[config.mk]
export PLATFORM = sky130hd
export DESIGN_NAME = ordered_array_list_engine_core_flat
export DESIGN_NICKNAME = d
export VERILOG_FILES = /design/src/hw/rtl/oal_pkg.sv /design/src/hw/rtl/oal_stream_if.sv /design/src/hw/rtl/oal_front.sv /design/src/hw/rtl/oal_back.sv /design/src/hw/rtl/ordered_array_list_engine_core.sv /design/src/flat_wrapper.sv
export VERILOG_INCLUDE_DIRS = /design/src /design/src/hw/rtl
export SDC_FILE = /design/constraint.sdc
export NUM_CORES = 2
export LEC_CHECK = 0
export ABC_AREA = 0
export BUFFER_PORTS_ARGS = -buffer_cell sky130_fd_sc_hd__buf_2
export CORE_MARGIN = 1.5
export CORE_UTILIZATION = 25
export CTS_CLUSTER_DIAMETER = 100
export DETAILED_ROUTE_END_ITERATION = 10
export PLACE_DENSITY = 0.41
export RECOVER_POWER = 25
export SLEW_MARGIN = 10
export SYNTH_ARGS = -nofsm -noshare
export SYNTH_HDL_FRONTEND = slang
export SYNTH_SLANG_ARGS = --single-unit
[constraint.sdc]
create_clock -name clk -period 14.85 [get_ports clk]
set_input_delay 0 -clock clk [delete_from_list [all_inputs] [get_ports clk]]
set_output_delay 0 -clock clk [all_outputs]
set_load 0.005 [all_outputs]
[src/hw/rtl/ordered_array_list_engine_core_assert.svh]
// assertion macros for the ordered array list engine
// used by the top level only
`ifndef ORDERED_ARRAY_LIST_ENGINE_CORE_ASSERT_SVH
`define ORDERED_ARRAY_LIST_ENGINE_CORE_ASSERT_SVH
// implication checked on every clock edge outside reset
`define OAL_ASSERT_IMPL(label, clk, rst, lhs, rhs) \
  label: assert property (@(posedge clk) disable iff (rst) (lhs) |-> (rhs)) \
    else $error("assertion failed");
// next-cycle implication
`define OAL_ASSERT_NEXT(label, clk, rst, lhs, rhs) \
  label: assert property (@(posedge clk) disable iff (rst) (lhs) |=> (rhs)) \
    else $error("assertion failed");
`endif

[src/hw/rtl/oal_pkg.sv]
// shared types and constants for the ordered array list engine
// no dependencies
`default_nettype none
package oal_pkg;
  localparam int unsigned CapacityDefault  = 16;
  localparam int unsigned DataWidthDefault = 32;

  typedef enum logic [2:0] {
    CMD_APPEND   = 3'd0,
    CMD_PREPEND  = 3'd1,
    CMD_INS_AT   = 3'd2,
    CMD_INS_AFT  = 3'd3,
    CMD_FIND     = 3'd4,
    CMD_DELETE   = 3'd5,
    CMD_POP      = 3'd6,
    CMD_DEQUEUE  = 3'd7
  } cmd_t;

  typedef enum logic [2:0] {
    ST_OK        = 3'd0,
    ST_NOT_FOUND = 3'd1,
    ST_FULL      = 3'd2,
    ST_EMPTY     = 3'd3,
    ST_BAD_POS   = 3'd4
  } status_t;

  typedef struct packed {
    logic [2:0]  command;
    logic [31:0] value;
    logic [31:0] key;
    logic [4:0]  position;
  } cmd_item_t;

  typedef struct packed {
    logic [2:0]  status;
    logic [31:0] data_out;
    logic [3:0]  found_index;
    logic [4:0]  entry_count;
  } res_item_t;
endpackage
`default_nettype wire

[src/hw/rtl/oal_stream_if.sv]
// valid/ready channel carrying one payload beat
// depends on nothing
`default_nettype none
interface oal_stream_if #(parameter type payload_t = logic) ();
  logic     valid;
  logic     ready;
  payload_t payload;
  modport source (output valid, output payload, input ready);
  modport sink   (input valid, input payload, output ready);
endinterface
`default_nettype wire

[src/hw/rtl/oal_front.sv]
// front part: takes command beats into a two-entry queue
// depends on oal_pkg
`default_nettype none
module oal_front (
  input  wire                      clk,
  input  wire                      rst,
  input  wire                      in_valid,
  output logic                     in_ready,
  input  oal_pkg::cmd_item_t       in_item,
  output logic                     q_valid,
  input  wire                      q_take,
  output oal_pkg::cmd_item_t       q_item
);
  import oal_pkg::*;

  cmd_item_t slot [2];
  logic      rd_ptr, wr_ptr;
  logic [1:0] used;
  logic      push, pop;

  assign in_ready = (used != 2'd2);
  assign q_valid  = (used != 2'd0);
  assign q_item   = slot[rd_ptr];
  assign push     = in_valid && in_ready;
  assign pop      = q_take && q_valid;

  // queue storage
  always_ff @(posedge clk) begin
    if (push) slot[wr_ptr] <= in_item;
  end

  // queue pointers
  always_ff @(posedge clk) begin
    if (rst) begin
      rd_ptr <= 1'b0;
      wr_ptr <= 1'b0;
      used   <= 2'd0;
    end else begin
      if (push) wr_ptr <= ~wr_ptr;
      if (pop) rd_ptr <= ~rd_ptr;
      used <= used + {1'b0, push} - {1'b0, pop};
    end
  end
endmodule
`default_nettype wire

[src/hw/rtl/oal_back.sv]
// back part: cell row that matches and shifts; no new command is taken while one is in work or its result waits
// depends on oal_pkg
`default_nettype none
module oal_back #(
  parameter int unsigned CAPACITY   = oal_pkg::CapacityDefault,
  parameter int unsigned DATA_WIDTH = oal_pkg::DataWidthDefault
) (
  input  wire                 clk,
  input  wire                 rst,
  input  wire                 q_valid,
  output logic                q_take,
  input  oal_pkg::cmd_item_t  q_item,
  output logic                out_valid,
  input  wire                 out_ready,
  output oal_pkg::res_item_t  out_item
);
  import oal_pkg::*;

  localparam int unsigned CW = $clog2(CAPACITY + 1);
  localparam int unsigned IW = $clog2(CAPACITY);

  logic [DATA_WIDTH-1:0] entries [CAPACITY];
  logic [CW-1:0]         fill_count;

  // stage registers
  logic                  busy;
  cmd_t                  cmd;
  logic [DATA_WIDTH-1:0] val, key;
  logic [4:0]            pos;
  logic [CAPACITY-1:0]   hit;

  // first-match search over the registered hit row
  logic          any_hit;
  logic [IW-1:0] at;
  always_comb begin
    any_hit = 1'b0;
    at      = '0;
    for (int i = CAPACITY - 1; i >= 0; i--) begin
      if (hit[i]) begin
        any_hit = 1'b1;
        at      = IW'(i);
      end
    end
  end

  assign q_take = q_valid && !busy && (!out_valid || out_ready);

  // compare stage: each cell tests its word
  always_ff @(posedge clk) begin
    if (q_take) begin
      cmd <= cmd_t'(q_item.command);
      val <= q_item.value[DATA_WIDTH-1:0];
      key <= q_item.key[DATA_WIDTH-1:0];
      pos <= q_item.position;
      for (int i = 0; i < CAPACITY; i++) begin
        hit[i] <= (CW'(i) < fill_count) &&
                  (entries[i] == ((q_item.command == CMD_INS_AFT) ?
                   q_item.key[DATA_WIDTH-1:0] : q_item.value[DATA_WIDTH-1:0]));
      end
    end
  end

  // execute decision
  logic          full, do_ins, do_rem;
  logic [CW-1:0] ins_at, rem_at;
  logic [2:0]    st;
  logic [DATA_WIDTH-1:0] rdata;
  logic          has_data;
  always_comb begin
    full     = (fill_count == CW'(CAPACITY));
    do_ins   = 1'b0;
    do_rem   = 1'b0;
    ins_at   = '0;
    rem_at   = '0;
    st       = ST_OK;
    has_data = 1'b0;
    rdata    = entries[0];
    case (cmd)
      CMD_APPEND: begin
        if (full) st = ST_FULL;
        else begin do_ins = 1'b1; ins_at = fill_count; end
      end
      CMD_PREPEND: begin
        if (full) st = ST_FULL;
        else do_ins = 1'b1;
      end
      CMD_INS_AT: begin
        if ({{(CW > 5 ? CW - 5 : 0){1'b0}}, pos} > (CW > 5 ? CW : 5)'(fill_count))
          st = ST_BAD_POS;
        else if (full) st = ST_FULL;
        else begin do_ins = 1'b1; ins_at = CW'(pos); end
      end
      CMD_INS_AFT: begin
        if (!any_hit) st = ST_NOT_FOUND;
        else if (full) st = ST_FULL;
        else begin do_ins = 1'b1; ins_at = CW'(at) + CW'(1); end
      end
      CMD_FIND: begin
        if (!any_hit) st = ST_NOT_FOUND;
      end
      CMD_DELETE: begin
        if (!any_hit) st = ST_NOT_FOUND;
        else begin do_rem = 1'b1; rem_at = CW'(at); end
      end
      CMD_POP: begin
        if (fill_count == '0) st = ST_EMPTY;
        else begin
          has_data = 1'b1;
          rdata    = entries[IW'(fill_count - CW'(1))];
          rem_at   = fill_count - CW'(1);
          do_rem   = 1'b1;
        end
      end
      default: begin
        if (fill_count == '0) st = ST_EMPTY;
        else begin has_data = 1'b1; do_rem = 1'b1; end
      end
    endcase
  end

  // cell row update: each cell takes the new value, its own, left or right neighbour
  always_ff @(posedge clk) begin
    if (busy) begin
      for (int i = 0; i < CAPACITY; i++) begin
        if (do_ins) begin
          if (CW'(i) == ins_at) entries[i] <= val;
          else if (CW'(i) > ins_at && i > 0) entries[i] <= entries[(i > 0) ? i - 1 : 0];
        end else if (do_rem) begin
          if (CW'(i) >= rem_at && i < CAPACITY - 1)
            entries[i] <= entries[(i < CAPACITY - 1) ? i + 1 : i];
        end
      end
    end
  end

  // result register and control
  logic [CW-1:0] cnt_next;
  assign cnt_next = do_ins ? fill_count + CW'(1) :
                    do_rem ? fill_count - CW'(1) : fill_count;

  always_ff @(posedge clk) begin
    if (busy) begin
      out_item.status      <= st;
      out_item.data_out    <= has_data ? 32'($signed(rdata)) : '0;
      out_item.found_index <= (cmd == CMD_FIND && any_hit) ? 4'(at) : 4'd0;
      out_item.entry_count <= 5'(cnt_next);
    end
  end

  always_ff @(posedge clk) begin
    if (rst) begin
      busy       <= 1'b0;
      out_valid  <= 1'b0;
      fill_count <= '0;
    end else begin
      if (busy) begin
        fill_count <= cnt_next;
        out_valid  <= 1'b1;
        busy       <= 1'b0;
      end else if (out_valid && out_ready) begin
        out_valid <= 1'b0;
      end
      if (q_take) busy <= 1'b1;
    end
  end
endmodule
`default_nettype wire

[src/hw/rtl/ordered_array_list_engine_core.sv]
// Ordered list engine holding up to CAPACITY signed words. Each command beat
// enters a two-entry queue; the back part takes one command, registers the
// match row of all cells in its compare step and shifts the cells and forms the
// result in its execute step; no new command is taken while one is in work or
// its result waits. One result beat per command. No clearing pass.
// depends on oal_pkg, oal_stream_if, oal_front, oal_back and the assert header
`default_nettype none
`include "ordered_array_list_engine_core_assert.svh"
module ordered_array_list_engine_core #(
  parameter int unsigned CAPACITY   = oal_pkg::CapacityDefault,
  parameter int unsigned DATA_WIDTH = oal_pkg::DataWidthDefault
) (
  input wire clk,
  input wire rst,
  oal_stream_if.sink   cmd_in,
  oal_stream_if.source res_out
);
  import oal_pkg::*;

  logic      q_valid, q_take;
  cmd_item_t q_item;
  res_item_t r_item;

  oal_front u_front (
    .clk, .rst,
    .in_valid (cmd_in.valid),
    .in_ready (cmd_in.ready),
    .in_item  (cmd_in.payload),
    .q_valid, .q_take, .q_item
  );

  oal_back #(.CAPACITY(CAPACITY), .DATA_WIDTH(DATA_WIDTH)) u_back (
    .clk, .rst,
    .q_valid, .q_take, .q_item,
    .out_valid (res_out.valid),
    .out_ready (res_out.ready),
    .out_item  (r_item)
  );
  assign res_out.payload = r_item;

  `OAL_ASSERT_IMPL(a_count_range, clk, rst, res_out.valid, r_item.entry_count <= 5'(CAPACITY))
  `OAL_ASSERT_NEXT(a_hold_result, clk, rst, res_out.valid && !res_out.ready, res_out.valid)
  `OAL_ASSERT_IMPL(a_data_on_remove, clk, rst, res_out.valid && r_item.status != ST_OK, r_item.data_out == '0)
endmodule
`default_nettype wire

[src/flat_wrapper.sv]
// flat-port wrapper written by rule: the top's interface ports become plain ports
module ordered_array_list_engine_core_flat import oal_pkg::*;
#(
  parameter int unsigned CAPACITY   = oal_pkg::CapacityDefault,
  parameter int unsigned DATA_WIDTH = oal_pkg::DataWidthDefault
)
  (clk, rst, cmd_in_valid, cmd_in_payload, cmd_in_ready, res_out_valid, res_out_payload, res_out_ready);
  oal_stream_if #(.payload_t(cmd_item_t)) cmd_in_i ();
  oal_stream_if #(.payload_t(res_item_t)) res_out_i ();
  input wire clk;
  input wire rst;
  input wire logic [$bits(cmd_in_i.valid)-1:0] cmd_in_valid;
  input wire logic [$bits(cmd_in_i.payload)-1:0] cmd_in_payload;
  output wire logic [$bits(cmd_in_i.ready)-1:0] cmd_in_ready;
  output wire logic [$bits(res_out_i.valid)-1:0] res_out_valid;
  output wire logic [$bits(res_out_i.payload)-1:0] res_out_payload;
  input wire logic [$bits(res_out_i.ready)-1:0] res_out_ready;
  assign cmd_in_i.valid = cmd_in_valid;
  assign cmd_in_i.payload = cmd_in_payload;
  assign cmd_in_ready = cmd_in_i.ready;
  assign res_out_valid = res_out_i.valid;
  assign res_out_payload = res_out_i.payload;
  assign res_out_i.ready = res_out_ready;
  ordered_array_list_engine_core #(.CAPACITY(CAPACITY), .DATA_WIDTH(DATA_WIDTH)) u_core (.clk(clk), .rst(rst), .cmd_in(cmd_in_i), .res_out(res_out_i));
endmodule
==> impl_metrics.ini <==
[outcome]
status = complete, but fails checks
violations = max-capacitance violations, max-slew violations

[worst_setup_path]
worstPathArrival_ps = 7600
worstSetupEndpoint = u_core.u_back.hit[10]$_DFFE_PP_
reg2reg_to = u_core.u_back.hit[10]$_DFFE_PP_
r2r_slack_ps = 7650
required_ps = 15250
crit_path_start_kind = flop
cp_max_fo = 40
rr_worst_depth = 8
end_kind = flop
critPathKind = reg -> reg

[timing]
rsz0062_at_grt = false
setup_ws_ps = 7650
final_max_slew_viol_count = 250
finClkSkew_ps = 49.52
hold_viol_final = 0
setup_viol = 0
final.setup.tns_ps = 0
whs_ps = 57.49
tightest_slew_ps = 3501
clock.fmax_ghz = 0.1389
timing.final.crit_share_pct = 48.49
max_slew_margin_pct = -133.4
period_minus_slack_ps = 7200

[place]
dpl_cell_area_um2 = 49680
gp_congestion = 0.9699
dp.cells = 6412
io_buffers = 121
dp_hpwl_um = 147100
pre_cts_slack_ps = 8892

[grt]
grt_max_degree = 70
grt_usage_pct = 20.53
grt_pass1_wl_um = 275100
antenna_found_initial = 7
grt_pass1_vias = 34020
grt-ovfl-total = 0

[synthesis]
netlist_instances = 4054
avgSynthCellArea_um2 = 11.47
synthTopCellsByArea = edfxtp_1 (49%), mux2i_1 (7.6%), mux4_2 (6.3%)
synthesis.nets = 4141
netlist_area_um2 = 46490
synth_warnings = 0
ys_async_sr_fraction_pct = 0
yosys.area.top_type = edfxtp_1
synth-seq-cells = 768
synth-seq-area-share_pct = 49.35
synth_most_common_cell = edfxtp_1
yosys.area.top_type_share_pct = 48.83
synth_cell_types = 83
netlist_top_cells_count = edfxtp_1 (756), a21oi_1 (407), nor2_1 (364)
synthFlopType = edfxtp_1
synth_edf_count = 756

[layout]
fill_cells = 19230
layoutNonFillerInstCount = 6726
drive_above_1_share_pct = 15.39
finish.instance_area_um2 = 54230
nets = 4250
area_growth_pct = 16.64
multiInputGateArea_um2 = 22070
regArea_um2 = 22950
finish.utilization_pct = 29.31

[run]
drv_cap = 6

[cts]
cts_root_buf = clkbuf_16
path_clk_slew_ps = 60
cts_sinks = 768
cts_setup_buffers = 0
clk_latency_ps = 760
cts-buffers-inserted = 95
htreeDepth = 3
cts_tree = built
cts.path.max_buffers = 3

[die]
ios = 122
coreArea_um2 = 185000
dieHeight_um = 434.2
die_width_um = 434.2
fp-row-count = 158
initial_core_util_pct = 25.12
die-area_um2 = 188600

[drt]
ant_nets = 0
drc = 0
avgViaCountPerCell = 5.179
drtPass1Iterations = 5
drt_iter0_markers = 3574
routed_wl_um = 196800
post_drt_wl_per_cell_um = 29.26
vias = 34830

[hold_path]
hp-class = in -> reg
hold_depth = 2
hp-start = cmd_in_payload[14]

[power]
p_leak_nw = 17.42
powerDensity_nw_per_um2 = 224.2
ir_drop_mv = 0.1568
finalPower_mw = 12.16
## timing repair
| action | CTS | global route |
|---|---|---|
| gates resized for setup | 0 | 0 |
| hold endpoints to repair | 192 | 0 |
| hold buffers | 134 | 0 |
## report_power, final
group          leakage [nW]  internal (mW)  switching, mW  total [mW]
Clock                  1.59           1.43           1.06        2.50
Combinational          8.75           1.94           3.36        5.30
Sequential             7.08           3.39          0.967        4.36
Total                  17.4           6.77           5.39        12.2
## layout make-up
type	instances	share of cell area (%)
Antenna cell	4	0.01846
Clock buffer	111	4.642
Clock inverter	65	1.442
Inverter	45	0.3115
Multi-Input combinational cell	2897	40.70
Sequential cell	768	42.32
Tap cell	2480	5.722
Timing Repair Buffer	356	4.843
## critical path, cell delays in order, from the launching register on
cell and delay [ps]:
dfxtp_1 1430, clkbuf_1 1770, mux2_2 480, mux2_2 520, xnor2_1 640, nand4_1 290, nor4_1 730, nand2_1 120
nor4_1 720
## registers in the layout, summed over array words and instances (netlist names), named ones only
name	flops
u_core.u_back.pos	5
u_core.u_front.slot	144
u_core.u_back.out_valid	1
u_core.u_back.hit	16
u_core.u_front.used	2
u_core.u_back.out_item	44
u_core.u_back.busy	1
u_core.u_front.wr_ptr	1
u_core.u_front.rd_ptr	1
u_core.u_back.entries	512
u_core.u_back.fill_count	5
u_core.u_back.cmd	3
u_core.u_back.val	32
## worst min-delay path by stage
stage,slack (ps),endpoint
floorplan,70,u_core.u_back.busy$_SDFF_PP0_
global placement,190,u_core.u_front.slot[1][8]$_DFFE_PP_
detailed placement,190,u_core.u_front.slot[1][57]$_DFFE_PP_
CTS,2,u_core.u_front.slot[1][47]$_DFFE_PP_
global route,90,u_core.u_front.slot[1][69]$_DFFE_PP_
finish,60,u_core.u_front.slot[1][14]$_DFFE_PP_
## cell usage in the layout, fill, tap and decap left out, types with 60 or more instances in the layout
cell and n:
edfxtp_1 756, a21oi_1 403, nor2_1 362, mux2i_1 354
nand2_1 347, xnor2_1 325, xor2_1 196, dlygate4sd3_1 134
mux4_2 131, mux2_2 124, buf_4 98, clkbuf_16 95
nand4_1 90, buf_2 67, clkbuf_1 65, nor4_1 64
o211ai_1 64, o21ai_0 60
## logic make-up (layout without fill, tap and decap cells)
kind of cell	after synthesis	after routing	synth area share [%]
simple gates	1008	1008	9.834
flops	768	768	49.35
compound gates	701	701	8.804
mux	654	654	18.06
xor+xnor	523	523	9.853
buf+inv	389	577	3.800
fa+ha+maj	11	11	0.2961
other cells	0	4	0
## metal layers
metal	part of all wire [%]	track usage [%]	vias to the layer above	wire (um)
met5	0	0	-	0
met3	7.0	3.798	184	13860
met1	43	27.76	18170	84530
met2	47	33.18	1242	92630
li1	-	-	15240	-
met4	3.0	6.127	0	5812
Power figures use the tool's default switching activity.
